<file path="src/rtl/ifd_pkg.sv">
package ifd_pkg;

    localparam int BYTE_W   = 8;
    localparam int LEN_W    = 16;
    localparam int TDATA_W  = 40;
    localparam int FIELDS_W = 2 * BYTE_W + 2 + LEN_W;

    localparam logic [BYTE_W-1:0] FLAG_BYTE  = 8'h7E;
    localparam logic [BYTE_W-1:0] ESC_BYTE   = 8'h7D;
    localparam logic [BYTE_W-1:0] ESC_FLAG   = 8'h5E;
    localparam logic [BYTE_W-1:0] ESC_ESC    = 8'h5D;
    localparam logic [BYTE_W-1:0] SEQ0_CTRL  = 8'h00;
    localparam logic [BYTE_W-1:0] SEQ1_CTRL  = 8'h80;
    localparam logic [BYTE_W-1:0] RR_NEXT1   = 8'hAB;
    localparam logic [BYTE_W-1:0] RR_NEXT0   = 8'hAA;
    localparam logic [BYTE_W-1:0] REJ_SEQ0   = 8'h54;
    localparam logic [BYTE_W-1:0] REJ_SEQ1   = 8'h55;
    localparam logic [BYTE_W-1:0] SEQ_RESET  = 8'h12;
    localparam logic [BYTE_W-1:0] ADDR_RESET = 8'h03;

    localparam logic [LEN_W-1:0] LEN_MAX = '1;

    localparam logic KIND_PAYLOAD = 1'b0;
    localparam logic KIND_VERDICT = 1'b1;

    typedef struct packed {
        logic [LEN_W-1:0]  payload_length;
        logic [BYTE_W-1:0] reply_control;
        logic              deliver;
        logic              check_good;
        logic [BYTE_W-1:0] payload_byte;
    } result_fields_t;

endpackage

</file>
<file path="src/rtl/info_frame_deframer.sv">
// Information frame deframer for a byte-stuffed serial link.
// The s_axis channel takes one raw line byte per word in s_axis_tdata. The
// block finds the opening flag, the address (matched against the value last
// written through cfg_we/cfg_data), the control byte with the sequence bit and
// the header check, then removes escape stuffing and holds back the last
// destuffed byte as the check byte.
// The m_axis channel gives zero or one word per input word: a payload byte
// (tuser 0) for each destuffed byte except the last one, and a verdict word
// (tuser 1) at the closing flag with the check result, the delivery decision,
// the reply control byte and the payload length, which saturates at 65535.
// A byte passes an input register and a result register, and the result
// register presents its word on m_axis. One byte is
// accepted every cycle as long as the receiver takes words; the per-byte
// logic between the two registers sets this figure.
// When the receiver stalls, the result register holds its word and the input
// register holds the next byte; s_axis_tready falls only when both are full.
// Reset clears both registers, returns the block to hunting for a flag and
// sets the address register to 0x03.
module info_frame_deframer
(
    input  logic                            clk,
    input  logic                            rst_n,
    input  logic                            cfg_we,
    input  logic [ifd_pkg::BYTE_W-1:0]      cfg_data,
    input  logic                            s_axis_tvalid,
    output logic                            s_axis_tready,
    // rx_byte in bits 7:0.
    input  logic [ifd_pkg::BYTE_W-1:0]      s_axis_tdata,
    output logic                            m_axis_tvalid,
    input  logic                            m_axis_tready,
    // payload_byte 7:0, check_good 8, deliver 9, reply_control 17:10,
    // payload_length 33:18, zeros above.
    output logic [ifd_pkg::TDATA_W-1:0]     m_axis_tdata,
    // item_kind in bit 0.
    output logic                            m_axis_tuser
);

    typedef enum logic [2:0] {
        PH_HUNT = 3'd0,
        PH_FLAG = 3'd1,
        PH_ADDR = 3'd2,
        PH_CTRL = 3'd3,
        PH_DATA = 3'd4
    } phase_t;

    logic [ifd_pkg::BYTE_W-1:0]   addr_reg;
    logic                         in_valid_reg;
    logic [ifd_pkg::BYTE_W-1:0]   in_byte_reg;
    phase_t                       phase_reg, phase_next;
    logic                         esc_reg, esc_next;
    logic [ifd_pkg::BYTE_W-1:0]   xor_reg, xor_next;
    logic [ifd_pkg::BYTE_W-1:0]   held_reg, held_next;
    logic                         held_valid_reg, held_valid_next;
    logic [ifd_pkg::LEN_W-1:0]    total_reg, total_next;
    logic [ifd_pkg::BYTE_W-1:0]   seq_reg, seq_next;
    logic                         changed_reg, changed_next;
    logic [ifd_pkg::BYTE_W-1:0]   reply_reg, reply_next;
    logic                         out_valid_reg;
    logic                         out_kind_reg;
    ifd_pkg::result_fields_t      out_fields_reg;

    logic                         advance;
    logic                         work;
    logic                         emit;
    logic                         emit_kind;
    ifd_pkg::result_fields_t      res;
    logic                         take;
    logic [ifd_pkg::BYTE_W-1:0]   take_byte;
    logic                         good;
    logic [ifd_pkg::BYTE_W-1:0]   b;

    assign advance       = !out_valid_reg || m_axis_tready;
    assign s_axis_tready = !in_valid_reg || advance;
    assign work          = in_valid_reg && advance;
    assign b             = in_byte_reg;
    assign good          = (xor_reg == '0);

    always_comb
    begin
        phase_next      = phase_reg;
        esc_next        = esc_reg;
        xor_next        = xor_reg;
        held_next       = held_reg;
        held_valid_next = held_valid_reg;
        total_next      = total_reg;
        seq_next        = seq_reg;
        changed_next    = changed_reg;
        reply_next      = reply_reg;
        emit            = 1'b0;
        emit_kind       = ifd_pkg::KIND_PAYLOAD;
        res             = '0;
        take            = 1'b0;
        take_byte       = b;
        case (phase_reg)
            PH_FLAG:
            begin
                if (b == addr_reg)
                    phase_next = PH_ADDR;
                else if (b != ifd_pkg::FLAG_BYTE)
                    phase_next = PH_HUNT;
            end
            PH_ADDR:
            begin
                if (b == ifd_pkg::SEQ0_CTRL || b == ifd_pkg::SEQ1_CTRL)
                begin
                    changed_next = (seq_reg != b);
                    seq_next     = b;
                    phase_next   = PH_CTRL;
                end
                else if (b == ifd_pkg::FLAG_BYTE)
                    phase_next = PH_FLAG;
                else
                    phase_next = PH_HUNT;
            end
            PH_CTRL:
            begin
                if (b == (addr_reg ^ seq_reg))
                begin
                    esc_next        = 1'b0;
                    xor_next        = '0;
                    held_next       = '0;
                    held_valid_next = 1'b0;
                    total_next      = '0;
                    phase_next      = PH_DATA;
                end
                else if (b == ifd_pkg::FLAG_BYTE)
                    phase_next = PH_FLAG;
                else
                    phase_next = PH_HUNT;
            end
            PH_DATA:
            begin
                if (b == ifd_pkg::FLAG_BYTE)
                begin
                    if (good)
                    begin
                        if (seq_reg == ifd_pkg::SEQ0_CTRL)
                            reply_next = ifd_pkg::RR_NEXT1;
                        else if (seq_reg == ifd_pkg::SEQ1_CTRL)
                            reply_next = ifd_pkg::RR_NEXT0;
                    end
                    else
                    begin
                        if (seq_reg == ifd_pkg::SEQ0_CTRL)
                            reply_next = ifd_pkg::REJ_SEQ0;
                        else if (seq_reg == ifd_pkg::SEQ1_CTRL)
                            reply_next = ifd_pkg::REJ_SEQ1;
                    end
                    emit               = 1'b1;
                    emit_kind          = ifd_pkg::KIND_VERDICT;
                    res.check_good     = good;
                    res.deliver        = good && (changed_reg
                                         || reply_reg == ifd_pkg::REJ_SEQ0
                                         || reply_reg == ifd_pkg::REJ_SEQ1);
                    res.reply_control  = reply_next;
                    res.payload_length = total_reg;
                    esc_next        = 1'b0;
                    xor_next        = '0;
                    held_next       = '0;
                    held_valid_next = 1'b0;
                    total_next      = '0;
                    phase_next      = PH_HUNT;
                end
                else if (esc_reg)
                begin
                    esc_next = 1'b0;
                    if (b == ifd_pkg::ESC_FLAG)
                    begin
                        take      = 1'b1;
                        take_byte = ifd_pkg::FLAG_BYTE;
                    end
                    else if (b == ifd_pkg::ESC_ESC)
                    begin
                        take      = 1'b1;
                        take_byte = ifd_pkg::ESC_BYTE;
                    end
                end
                else if (b == ifd_pkg::ESC_BYTE)
                    esc_next = 1'b1;
                else
                    take = 1'b1;
            end
            default:
            begin
                phase_next = (b == ifd_pkg::FLAG_BYTE) ? PH_FLAG : PH_HUNT;
            end
        endcase
        if (take)
        begin
            xor_next        = xor_reg ^ take_byte;
            held_next       = take_byte;
            held_valid_next = 1'b1;
            if (held_valid_reg)
            begin
                emit             = 1'b1;
                res.payload_byte = held_reg;
                if (total_reg != ifd_pkg::LEN_MAX)
                    total_next = total_reg + 1'b1;
            end
        end
    end

    always_ff @(posedge clk or negedge rst_n)
    begin
        if (!rst_n)
        begin
            addr_reg       <= ifd_pkg::ADDR_RESET;
            in_valid_reg   <= 1'b0;
            in_byte_reg    <= '0;
            phase_reg      <= PH_HUNT;
            esc_reg        <= 1'b0;
            xor_reg        <= '0;
            held_reg       <= '0;
            held_valid_reg <= 1'b0;
            total_reg      <= '0;
            seq_reg        <= ifd_pkg::SEQ_RESET;
            changed_reg    <= 1'b1;
            reply_reg      <= ifd_pkg::SEQ_RESET;
            out_valid_reg  <= 1'b0;
            out_kind_reg   <= ifd_pkg::KIND_PAYLOAD;
            out_fields_reg <= '0;
        end
        else
        begin
            if (cfg_we)
                addr_reg <= cfg_data;
            if (s_axis_tvalid && s_axis_tready)
            begin
                in_valid_reg <= 1'b1;
                in_byte_reg  <= s_axis_tdata;
            end
            else if (work)
                in_valid_reg <= 1'b0;
            if (work)
            begin
                phase_reg      <= phase_next;
                esc_reg        <= esc_next;
                xor_reg        <= xor_next;
                held_reg       <= held_next;
                held_valid_reg <= held_valid_next;
                total_reg      <= total_next;
                seq_reg        <= seq_next;
                changed_reg    <= changed_next;
                reply_reg      <= reply_next;
            end
            if (advance)
            begin
                out_valid_reg  <= work && emit;
                out_kind_reg   <= emit_kind;
                out_fields_reg <= res;
            end
        end
    end

    assign m_axis_tvalid = out_valid_reg;
    assign m_axis_tuser  = out_kind_reg;
    assign m_axis_tdata  = {{(ifd_pkg::TDATA_W - ifd_pkg::FIELDS_W){1'b0}}, out_fields_reg};

    a_payload_clean: assert property (@(posedge clk) disable iff (!rst_n)
        (m_axis_tvalid && m_axis_tuser == ifd_pkg::KIND_PAYLOAD)
            |-> (m_axis_tdata[ifd_pkg::TDATA_W-1:ifd_pkg::BYTE_W] == '0))
        else $error("payload word carries verdict fields");

    a_verdict_clean: assert property (@(posedge clk) disable iff (!rst_n)
        (m_axis_tvalid && m_axis_tuser == ifd_pkg::KIND_VERDICT)
            |-> (m_axis_tdata[ifd_pkg::BYTE_W-1:0] == '0))
        else $error("verdict word carries a payload byte");

    a_deliver_good: assert property (@(posedge clk) disable iff (!rst_n)
        (m_axis_tvalid && out_fields_reg.deliver) |-> out_fields_reg.check_good)
        else $error("delivery without a good check");

    a_close_clears: assert property (@(posedge clk) disable iff (!rst_n)
        (work && phase_reg == PH_DATA && in_byte_reg == ifd_pkg::FLAG_BYTE)
            |=> (phase_reg == PH_HUNT && !held_valid_reg && total_reg == '0
                 && out_valid_reg))
        else $error("closing flag did not end the frame");

    a_ready_stall: assert property (@(posedge clk) disable iff (!rst_n)
        !s_axis_tready |-> (in_valid_reg && out_valid_reg && !m_axis_tready))
        else $error("input stalled without a full pipeline");

endmodule

</file>
<file path="config.mk">
export PLATFORM = sky130hd
export DESIGN_NAME = info_frame_deframer
export DESIGN_NICKNAME = d
export VERILOG_FILES = /design/src/rtl/ifd_pkg.sv /design/src/rtl/info_frame_deframer.sv
export SDC_FILE = /design/constraint.sdc
export NUM_CORES = 1
export LEC_CHECK = 0
export ABC_AREA = 1
export BUFFER_PORTS_ARGS = -buffer_cell sky130_fd_sc_hd__clkbuf_2
export CORE_ASPECT_RATIO = 1.25
export CORE_MARGIN = 5
export CORE_UTILIZATION = 50
export DETAILED_ROUTE_END_ITERATION = 12
export GPL_ROUTABILITY_DRIVEN = 1
export PLACE_DENSITY = 0.79
export SLEW_MARGIN = 20
export SYNTH_ARGS = -nofsm -noshare
export SYNTH_HDL_FRONTEND = slang
export SYNTH_SLANG_ARGS = --single-unit
</file>
<file path="constraint.sdc">
create_clock -name clk -period 1.5 [get_ports clk]
set_input_delay 0.225 -clock clk [delete_from_list [all_inputs] [get_ports clk]]
set_output_delay 0.225 -clock clk [all_outputs]
set_load 0.01 [all_outputs]
</file>
==> out/metrics.yaml, run 1 <==
synthTopCellsByCount: "nand2_1, dfrtp_1, nand3_1"
synthCells: 673
vias: 5998
rr_startpoint: "phase_reg[1]"
hold_viol_final: 0
rsz0062_at_grt: "yes"
die_h_um: 127
drt-total-wl_mm: 20.7
grt_overflow: 0
ctsHtreeMaxLevel: 3
ys_ff_latch: 107
cts.path.max_buffers: 2
seq_area_frac_synth_pct: 48.9
violations: "setup timing"
hp-start: "cfg_data[2]"
syn_to_final_growth_pct: 47.8
syn_area_um2: 5500
path_max_fanout: 13
fin_skew_ns: 0.0125
grt_max_degree: 45
antenna_cells: 0
endpoint_kind: "register"
crit_type: "reg2reg"
fp.dieW_um: 104
place_area_um2: 6650
rr_worst_depth: 9
cap_violations: 0
status: "finished with violations"
peakVddDrop_mv: 0.685
drt-initial-drc-count: 538
ant_nets: 0
synth_xor_xnor_area_share_pct: 2.39
ys.warnings.count: 0
synth_area_leaders: "dfrtp_1, nand2_1, nand3_1, inv_1, o21ai_0"
die-area_um2: 13200
synth_fa_ha_area_share_pct: 0.228
async_flop_share_pct: 100
io_pins: 64
hpwlAfterDp_mm: 10.7
dp_slack_ns: -0.340
min_period_ns: 1.89
synthMuxAreaShare_pct: 0.182
synth-simple-area-share_pct: 32.3
power_density_nw_per_um2: 765
tightestPinTransition_ns: 0.510
holdPathEnd: "addr_reg[2]"
worstPathRequired_ns: 1.74
gp_congestion: 1.00
layout-drive-gt1-share_pct: 49.7
syn_area_per_cell_um2: 8.17
synth_most_common_cell: "nand2_1"
drcViolationCount: 0
clock_latency_ns: 0.36
synth_compound_gate_area_share_pct: 6.94
portBuffers: 57
cts_tree: "built"
final_util_pct: 76.2
largest_reg_flops: 34
root_buffer: "clkbuf_16"
viasPerCell: 6.04
clkTransAtPathRegs_ns: 0.07
fin_crit_sh_pct: 126
cp.arrival_ns: 2.12
r2r_end: "xor_reg[7]"
finalInstanceArea_um2: 8120
setup_viol: 90
fin_ws_ns: -0.388
track_usage_pct: 25.4
maxSlewHeadroom_pct: 65.7
antenna_found_initial: 0
cts_sinks: 107
synth-edff-count: 0
whs_path_depth: 3
start_util_pct: 51.5
wire_per_inst_um: 20.9
firstDrtPassIters: 6
hp-class: "in2reg"
critPathLaunchType: "register"
maxSlewViolCount: 0
synthDistinctLibCells: 38
grt_pass1_wl_mm: 27.4
row_count: 42
yosys.area.top_type: "dfrtp_1"
synth_top_family_by_area: "simple AND/OR/NAND/NOR gates"
p_leak_nw: 4.02
grt_pass1_vias: 5692
synth_top_area_share_pct: 45.5
fin_nets: 878
fmax_ghz: 0.530
design.core.area_um2: 10700
cts_made_buffers: 9
fillers: 632
r2r_slack_ns: -0.39
synth_flop_cell: "dfrtp_1"
## area by class of cell
cell class	count	area [µm²]	area share (%)
Multi-Input combinational cell	467	3070	37.8
Sequential cell	107	2700	33.2
Timing Repair Buffer	198	1600	19.7
Inverter	73	293	3.60
Clock buffer	9	225	2.77
Tap cell	132	165	2.03
Clock inverter	7	71.3	0.878
## placed cells by master (no fill, tap or decap), types with 22 or more instances in the layout
cell type | netlist | final
buf_4 | 11 | 107
nand3_2 | 8 | 35
nand3_1 | 63 | 34
nand2_2 | 5 | 60
dfrtp_1 | 100 | 92
o21ai_2 | 0 | 25
clkbuf_2 | 0 | 56
nor2_1 | 28 | 22
inv_1 | 62 | 52
nand2_1 | 212 | 140
nand4_1 | 30 | 30
## stage by stage
step / instances / power (mW) / hold WS [ns] / setup TNS (ns)
finish: 993 / 6.21 / 0.0751 / -20.73
global route: 993 / 6.41 / 0.0773 / -25.33
CTS: 980 / 6.09 / 0.0714 / -6.63
detailed placement: 932 / 3.62 / 0.170 / -17.34
global placement: 932 / 3.60 / 0.167 / -13.14
floorplan: 678 / 3.33 / -0.0706 / -3.24
## cell families (layout without fill, tap and decap cells)
kind of cell / Yosys count / in the layout
adders and majority gates: 1 / 1
DFF: 107 / 107
AOI/OAI and AO/OA: 69 / 69
buffers and inverters: 105 / 287
xor gates and xnor gates: 15 / 15
muxes: 1 / 1
and+or+nand+nor: 374 / 375
other: 1 / 6
## where the power goes
group | internal, mW | switching, mW
logic | 0.320 | 0.438
registers | 2.94 | 0.0791
clock network | 1.31 | 1.13
total | 4.56 | 1.65
## how the worst max path moves through the flow
stage	end	from	cells after the start	slack, ns
6_report	xor_reg[7]	phase_reg[1]	9	-0.39
5_1_grt	total_reg[1]	total_reg[0]	10	-0.45
4_1_cts	total_reg[1]	total_reg[1]	9	-0.19
3_5_place_dp	total_reg[10]	b[2]	10	-0.34
3_3_place_gp	total_reg[3]	b[2]	10	-0.27
2_1_floorplan	total_reg[5]	total_reg[0]	9	-0.14
## routing by layer
metal,part of all wire [%],up-vias,track usage [%]
met5,0,-,0
met4,9.0,0,14.8
met3,8.0,182,4.44
met2,50,432,45.8
met1,33,2840,28.0
li1,-,2544,-
## worst max-delay path: stages, from the launching register on
cell and delay [ns]:
dfrtp_1 0.39, inv_2 0.07, buf_4 0.16, nor3_4 0.31, nor2_1 0.15, nor3_4 0.25, buf_12 0.18, nand2_2 0.09
nand3_2 0.09, nand2_1 0.07
## what timing repair did
| item | CTS | global route |
|---|---|---|
| endpoints found under the hold margin | 25 | 0 |
| setup endpoints to repair | 82 | 93 |
| resized for setup | 132 | 111 |
| cloned | 2 | 5 |
| pin swaps | 44 | 51 |
| setup buffers | 31 | 14 |
| hold buffers | 1 | 0 |
Note: power is estimated with default switching activity, not from simulation.
==> run 2, diff against run 1 <==
--- a/config.mk
+++ b/config.mk
@@ -5,7 +5,6 @@
 export SDC_FILE = /design/constraint.sdc
 export NUM_CORES = 1
 export LEC_CHECK = 0
-export ABC_AREA = 1
 export BUFFER_PORTS_ARGS = -buffer_cell sky130_fd_sc_hd__clkbuf_2
 export CORE_ASPECT_RATIO = 1.25
 export CORE_MARGIN = 5
==> run 2 against run 1 <==
Compared with the run above:
- the flow still finishes with violations (setup timing)
- die area fell by 6.5%
- synthesized cell count fell by 30%
- setup slack got worse by 0.25 ns
- clock power fell by 7%
- total power fell by 0.89%
- critical path depth did not move
- count of clock-buffer cells in the layout rose by 2
- core utilization rose by 1.5 points
- global-route usage fell by 1.3 points
- largest cell class unchanged
==> out/metrics.yaml, run 2 <==
crit_cells: 9
p_leak_nw: 3.82
ctsHtreeMaxLevel: 3
gp_congestion: 0.881
fmax_ghz: 0.468
synth_flop_cell: "dfrtp_1"
die_h_um: 123
cts_tree: "built"
final_cell_mix: "buf_4, dfrtp_1, nand2_1"
start_util_pct: 50.8
fin_nets: 701
fin_crit_sh_pct: 143
worstPathRequired_ns: 1.74
row_count: 41
antenna_found_initial: 0
cp_slowest_stage_delay_ns: 0.40
fin_ws_ns: -0.638
power_density_nw_per_um2: 789
hpwlAfterDp_mm: 9.42
io_pins: 64
multiInputGateArea_um2: 2960
syn_area_um2: 5100
min_period_ns: 2.14
dp_slack_ns: -0.630
clkTransAtPathRegs_ns: 0.08
whs_path_depth: 2
wire_per_inst_um: 21.6
setup_viol: 95
clock_latency_ns: 0.36
ys_ff_latch: 107
r2r_slack_ns: -0.64
violations: "setup timing"
fillers: 546
place_area_um2: 6540
endpoint_kind: "register"
final_common_cell: "buf_4"
peakVddDrop_mv: 0.686
rr_worst_depth: 9
cap_violations: 0
tightestPinTransition_ns: 0.549
async_flop_share_pct: 100
drcViolationCount: 0
synthCells: 474
rr_startpoint: "phase_reg[0]"
synthTopCellsByCount: "dfrtp_1, nand2_1, o21ai_0"
grt_pass1_vias: 4662
seq_area_um2: 2690
die-area_um2: 12300
maxSlewHeadroom_pct: 63.0
cp.arrival_ns: 2.37
viasPerCell: 6.05
synth_area_leaders: "dfrtp_1, nand2_1, mux2_2, o21ai_0, dfstp_2"
synthDistinctLibCells: 59
ant_nets: 0
fin_skew_ns: 0.0109
crit_buf_inv: 3
largest_reg_flops: 34
portBuffers: 57
maxSlewViolCount: 0
drt-total-wl_mm: 17.6
slowest_stage: "dfrtp_1"
crit_path_cell_trace: "buf_4 -> nor2b_1 -> nand2_2 -> o41ai_4 -> buf_4 -> buf_12 -> o21ai_4 -> nand2_1 -> nand2_1"
dp_cells: 762
synth-edff-count: 0
crit_path_end: "held_reg[0]"
r2r_end: "held_reg[0]"
critPathLaunchType: "register"
track_usage_pct: 24.1
vias: 4915
cts.path.max_buffers: 2
ys.warnings.count: 0
syn_area_per_cell_um2: 10.8
fp.dieW_um: 100
firstDrtPassIters: 5
final_util_pct: 77.6
status: "finished with violations"
grt_max_degree: 35
synth_most_common_cell: "dfrtp_1"
finalInstanceArea_um2: 7810
rsz0062_at_grt: "yes"
grt_overflow: 0
drt-initial-drc-count: 468
root_buffer: "clkbuf_16"
path_max_fanout: 8
design.core.area_um2: 10100
seq_area_frac_synth_pct: 52.6
cts_sinks: 107
yosys.area.top_type: "dfrtp_1"
crit_start: "phase_reg[0]"
cts_made_buffers: 9
hold_viol_final: 0
hp-class: "in2reg"
layout-drive-gt1-share_pct: 54.5
syn_to_final_growth_pct: 52.9
synth_top_area_share_pct: 49.0
critical_path.top_delay_family: "simple AND/OR/NAND/NOR gates"
final_cell_count_no_fill: 813
hold-worst-slack_ns: 0.0989
grt_pass1_wl_mm: 23.0
antenna_cells: 0
crit_type: "reg2reg"
## run 2: cell types whose count changed after synthesis, sizes merged, moves of 9 or more
cell   delta
a21o     +10
a22o     +13
nand4    -25
nand3    -54
nor4     +11
xnor2     +9
inv      -70
nor2b    +11
mux2     +17
nand2   -140
nor2     -20
## run 2: where the power goes
group | leakage [nW] | total [mW] | switching [mW] | internal (mW)
registers | 1.42 | 2.99 | 0.0518 | 2.94
clock network | 0.132 | 2.27 | 1.09 | 1.18
logic | 2.27 | 0.899 | 0.434 | 0.465
total | 3.82 | 6.16 | 1.58 | 4.58
## run 2: how the worst min path moves through the flow
stage | to | startpoint | slack [ns]
floorplan | addr_reg[2] | rst_n | -0.07
global placement | b[2] | rst_n | 0.15
detailed placement | b[2] | rst_n | 0.15
CTS | in_valid_reg | s_axis_tvalid | 0.09
global route | addr_reg[6] | cfg_data[6] | 0.08
finish | addr_reg[5] | cfg_data[5] | 0.1
## run 2: per-stage QoR
step | setup TNS [ns] | power [mW]
after detailed placement | -32.23 | 3.66
after global routing | -40.63 | 6.35
after global placement | -27.40 | 3.64
final | -35.83 | 6.16
after CTS | -32.42 | 5.97
after floorplan | -12.82 | 3.38
## run 2: final cells by class
class | instances | share of cell area (%)
Tap cell | 129 | 2.07
Multi-Input combinational cell | 342 | 38.0
Clock inverter | 5 | 0.481
Clock buffer | 11 | 3.11
Inverter | 2 | 0.0962
Timing Repair Buffer | 217 | 21.8
Sequential cell | 107 | 34.4
## run 2: layer usage
metal	share of wire (%)	vias to the layer above	wire [µm]	global-route usage (%)
met5	0	-	0	0
met4	6.5	0	1150	10.7
met3	6.1	101	1060	5.64
met2	51	265	8910	41.5
met1	37	2456	6420	28.7
li1	-	2093	-	-
## run 2: kinds of logic after synthesis
| kind of cell | count (synthesis) | synth area share [%] |
|---|---|---|
| adders and majority gates | 1 | 0.245 |
| other | 1 | 0.0735 |
| buffers and inverters | 32 | 3.41 |
| muxes | 17 | 3.75 |
| DFF | 107 | 52.6 |
| AOI/OAI and AO/OA | 104 | 14.5 |
| and+or+nand+nor | 186 | 18.8 |
| xor gates and xnor gates | 26 | 6.62 |
## run 2: worst register-to-register path: stages (launching register included)
cell	delay (ns)
dfrtp_1	0.40
buf_4	0.18
nor2b_1	0.30
nand2_2	0.13
o41ai_4	0.39
buf_4	0.20
buf_12	0.14
o21ai_4	0.11
nand2_1	0.10
nand2_1	0.06
## run 2: repair_timing
action | in CTS | in global routing
gates resized for setup | 76 | 108
hold buffers | 1 | 0
pin swaps | 34 | 32
endpoints found under the setup margin | 91 | 99
endpoints found under the hold margin | 17 | 0
buffers inserted | 18 | 22
gates cloned | 1 | 2
==> run 3, diff against run 2 <==
==> constraint.sdc (replaced) <==
create_clock -name clk -period 1.5 [get_ports clk]
set_input_delay 0.075 -clock clk [delete_from_list [all_inputs] [get_ports clk]]
set_output_delay 0.075 -clock clk [all_outputs]
set_load 0.01 [all_outputs]
==> run 3 against run 2 <==
Compared with the run above:
- the run still ends with setup timing left
- setup slack got worse by 0.057 ns
- critical path depth is the same
- count of clock-buffer cells in the layout down 2
- sequential power barely moved
==> out/metrics.yaml, run 3 (synthesis results as in run 2) <==
status: "finished with violations"
violations: "setup timing"
crit_path_cell_trace: "buf_6 -> xnor2_4 -> o31a_1 -> a211oi_2 -> buf_4 -> nand2_1 -> buf_4 -> nor4_1 -> a211o_1"
power_density_nw_per_um2: 764
rr_startpoint: "b[0]"
track_usage_pct: 27.6
cp_slowest_stage_delay_ns: 0.41
ctsHtreeMaxLevel: 3
holdPathEnd: "addr_reg[5]"
intPower_mw: 4.56
largest_reg_flops: 34
fin_ws_ns: -0.695
grt_pass1_wl_mm: 26.2
rr_worst_depth: 9
grt_max_degree: 108
portBuffers: 57
syn_to_final_growth_pct: 58.0
sw_frac_of_total_pct: 26.0
fmax_ghz: 0.455
ant_nets: 0
hpwlAfterDp_mm: 9.36
firstDrtPassIters: 5
fillers: 511
cap_violations: 0
grt_pass1_vias: 5035
multiInputGateArea_um2: 2990
hold_viol_final: 0
path_common_cell: "buf_4"
antenna_cells: 0
tightestPinTransition_ns: 0.619
gp_congestion: 0.862
clock_latency_ns: 0.36
io_pins: 64
design.core.area_um2: 10100
viasPerCell: 6.09
wire_per_inst_um: 22.2
drcViolationCount: 0
clkTransAtPathRegs_ns: 0.07
whs_path_depth: 2
critical_path.top_delay_family: "compound AO/OA/AOI/OAI gates"
cp.arrival_ns: 2.48
clkPwrFrac_pct: 36.2
maxSlewHeadroom_pct: 58.8
switchingPower_mw: 1.60
fin_skew_ns: 0.00721
rsz0062_at_grt: "yes"
path_max_fanout: 5
antenna_found_initial: 0
power_frac_comb_pct: 15.3
min_period_ns: 2.20
cts_tree: "built"
endpoint_kind: "register"
cts.path.max_buffers: 2
final_util_pct: 80.2
start_util_pct: 50.8
grt_overflow: 0
layout-drive-gt1-share_pct: 54.6
fin_nets: 728
fp.dieW_um: 100
drt-initial-drc-count: 594
vias: 5110
fin_crit_sh_pct: 146
crit_buf_inv: 3
r2r_slack_ns: -0.70
r2r_end: "total_reg[4]"
hp-class: "in2reg"
root_buffer: "clkbuf_16"
cts_made_buffers: 9
die-area_um2: 12300
die_h_um: 123
critPathLaunchType: "register"
pwr-share-seq_pct: 48.5
hp-start: "cfg_we"
p_leak_nw: 3.95
worstPathRequired_ns: 1.79
row_count: 41
hold-worst-slack_ns: 0.108
seq_area_um2: 2690
peakVddDrop_mv: 0.803
cts_sinks: 107
crit_start: "b[0]"
drt-total-wl_mm: 18.6
crit_type: "reg2reg"
maxSlewViolCount: 0
slowest_stage: "dfrtp_1"
final_common_cell: "buf_4"
final_cell_mix: "buf_4, dfrtp_1, nand2_1"
setup_viol: 91
run 3: cell types whose count changed in the layout (fill, tap and decap cells not counted), sizes merged:
cell         previous run  this run
dlygate4sd3             1        18
clkbuf                 66        65
clkinv                  2         3
buf                   161       170
run 3: timing repair:
item / in CTS / in global routing
gates cloned: 3 / 0
endpoints found under the setup margin: 90 / 94
gates resized for setup: 115 / 86
pin swaps: 48 / 48
hold endpoints to repair: 117 / 0
setup buffers: 27 / 34
hold buffers: 18 / 0
run 3: power groups by stage:
stage,sequential [mW],clock [mW],combinational (mW)
final,2.99,2.23,0.941
after detailed placement,3.03,0,0.606
after global placement,3.03,0,0.587
after floorplan,3.02,0,0.364
after CTS,2.98,2.21,0.772
after global routing,2.99,2.37,0.985
run 3: cell type report:
type	count	area share, %
Sequential cell	107	33.3
Clock inverter	6	0.527
Multi-Input combinational cell	342	37.1
Inverter	2	0.0931
Clock buffer	9	2.79
Tap cell	129	2.00
Timing Repair Buffer	244	24.2
run 3: worst max-delay path by stage:
stage | end | slack [ns] | cells past startpoint
6_report | total_reg[4] | -0.70 | 9
5_1_grt | total_reg[5] | -0.74 | 9
4_1_cts | total_reg[3] | -0.54 | 8
3_5_place_dp | total_reg[6] | -0.65 | 8
3_3_place_gp | total_reg[6] | -0.56 | 8
2_1_floorplan | total_reg[10] | -0.52 | 8
run 3: metal layers:
layer,track usage [%],share of wire [%],vias up
met5,0,0,-
met4,15.9,6.3,0
met1,32.2,36,2498
met2,47.1,50,334
met3,5.76,7.5,121
li1,-,-,2157
run 3: per-stage QoR:
stage	area [µm²]	instances	TNS [ns]	setup slack (ns)	power (mW)
2_1_floorplan	5320	479	-12.82	-0.517	3.38
3_3_place_gp	6490	757	-28.02	-0.557	3.62
3_5_place_dp	6490	757	-32.76	-0.653	3.64
4_1_cts	7600	817	-30.01	-0.542	5.96
5_1_grt	8070	839	-42.51	-0.736	6.35
6_report	8070	839	-38.17	-0.695	6.16
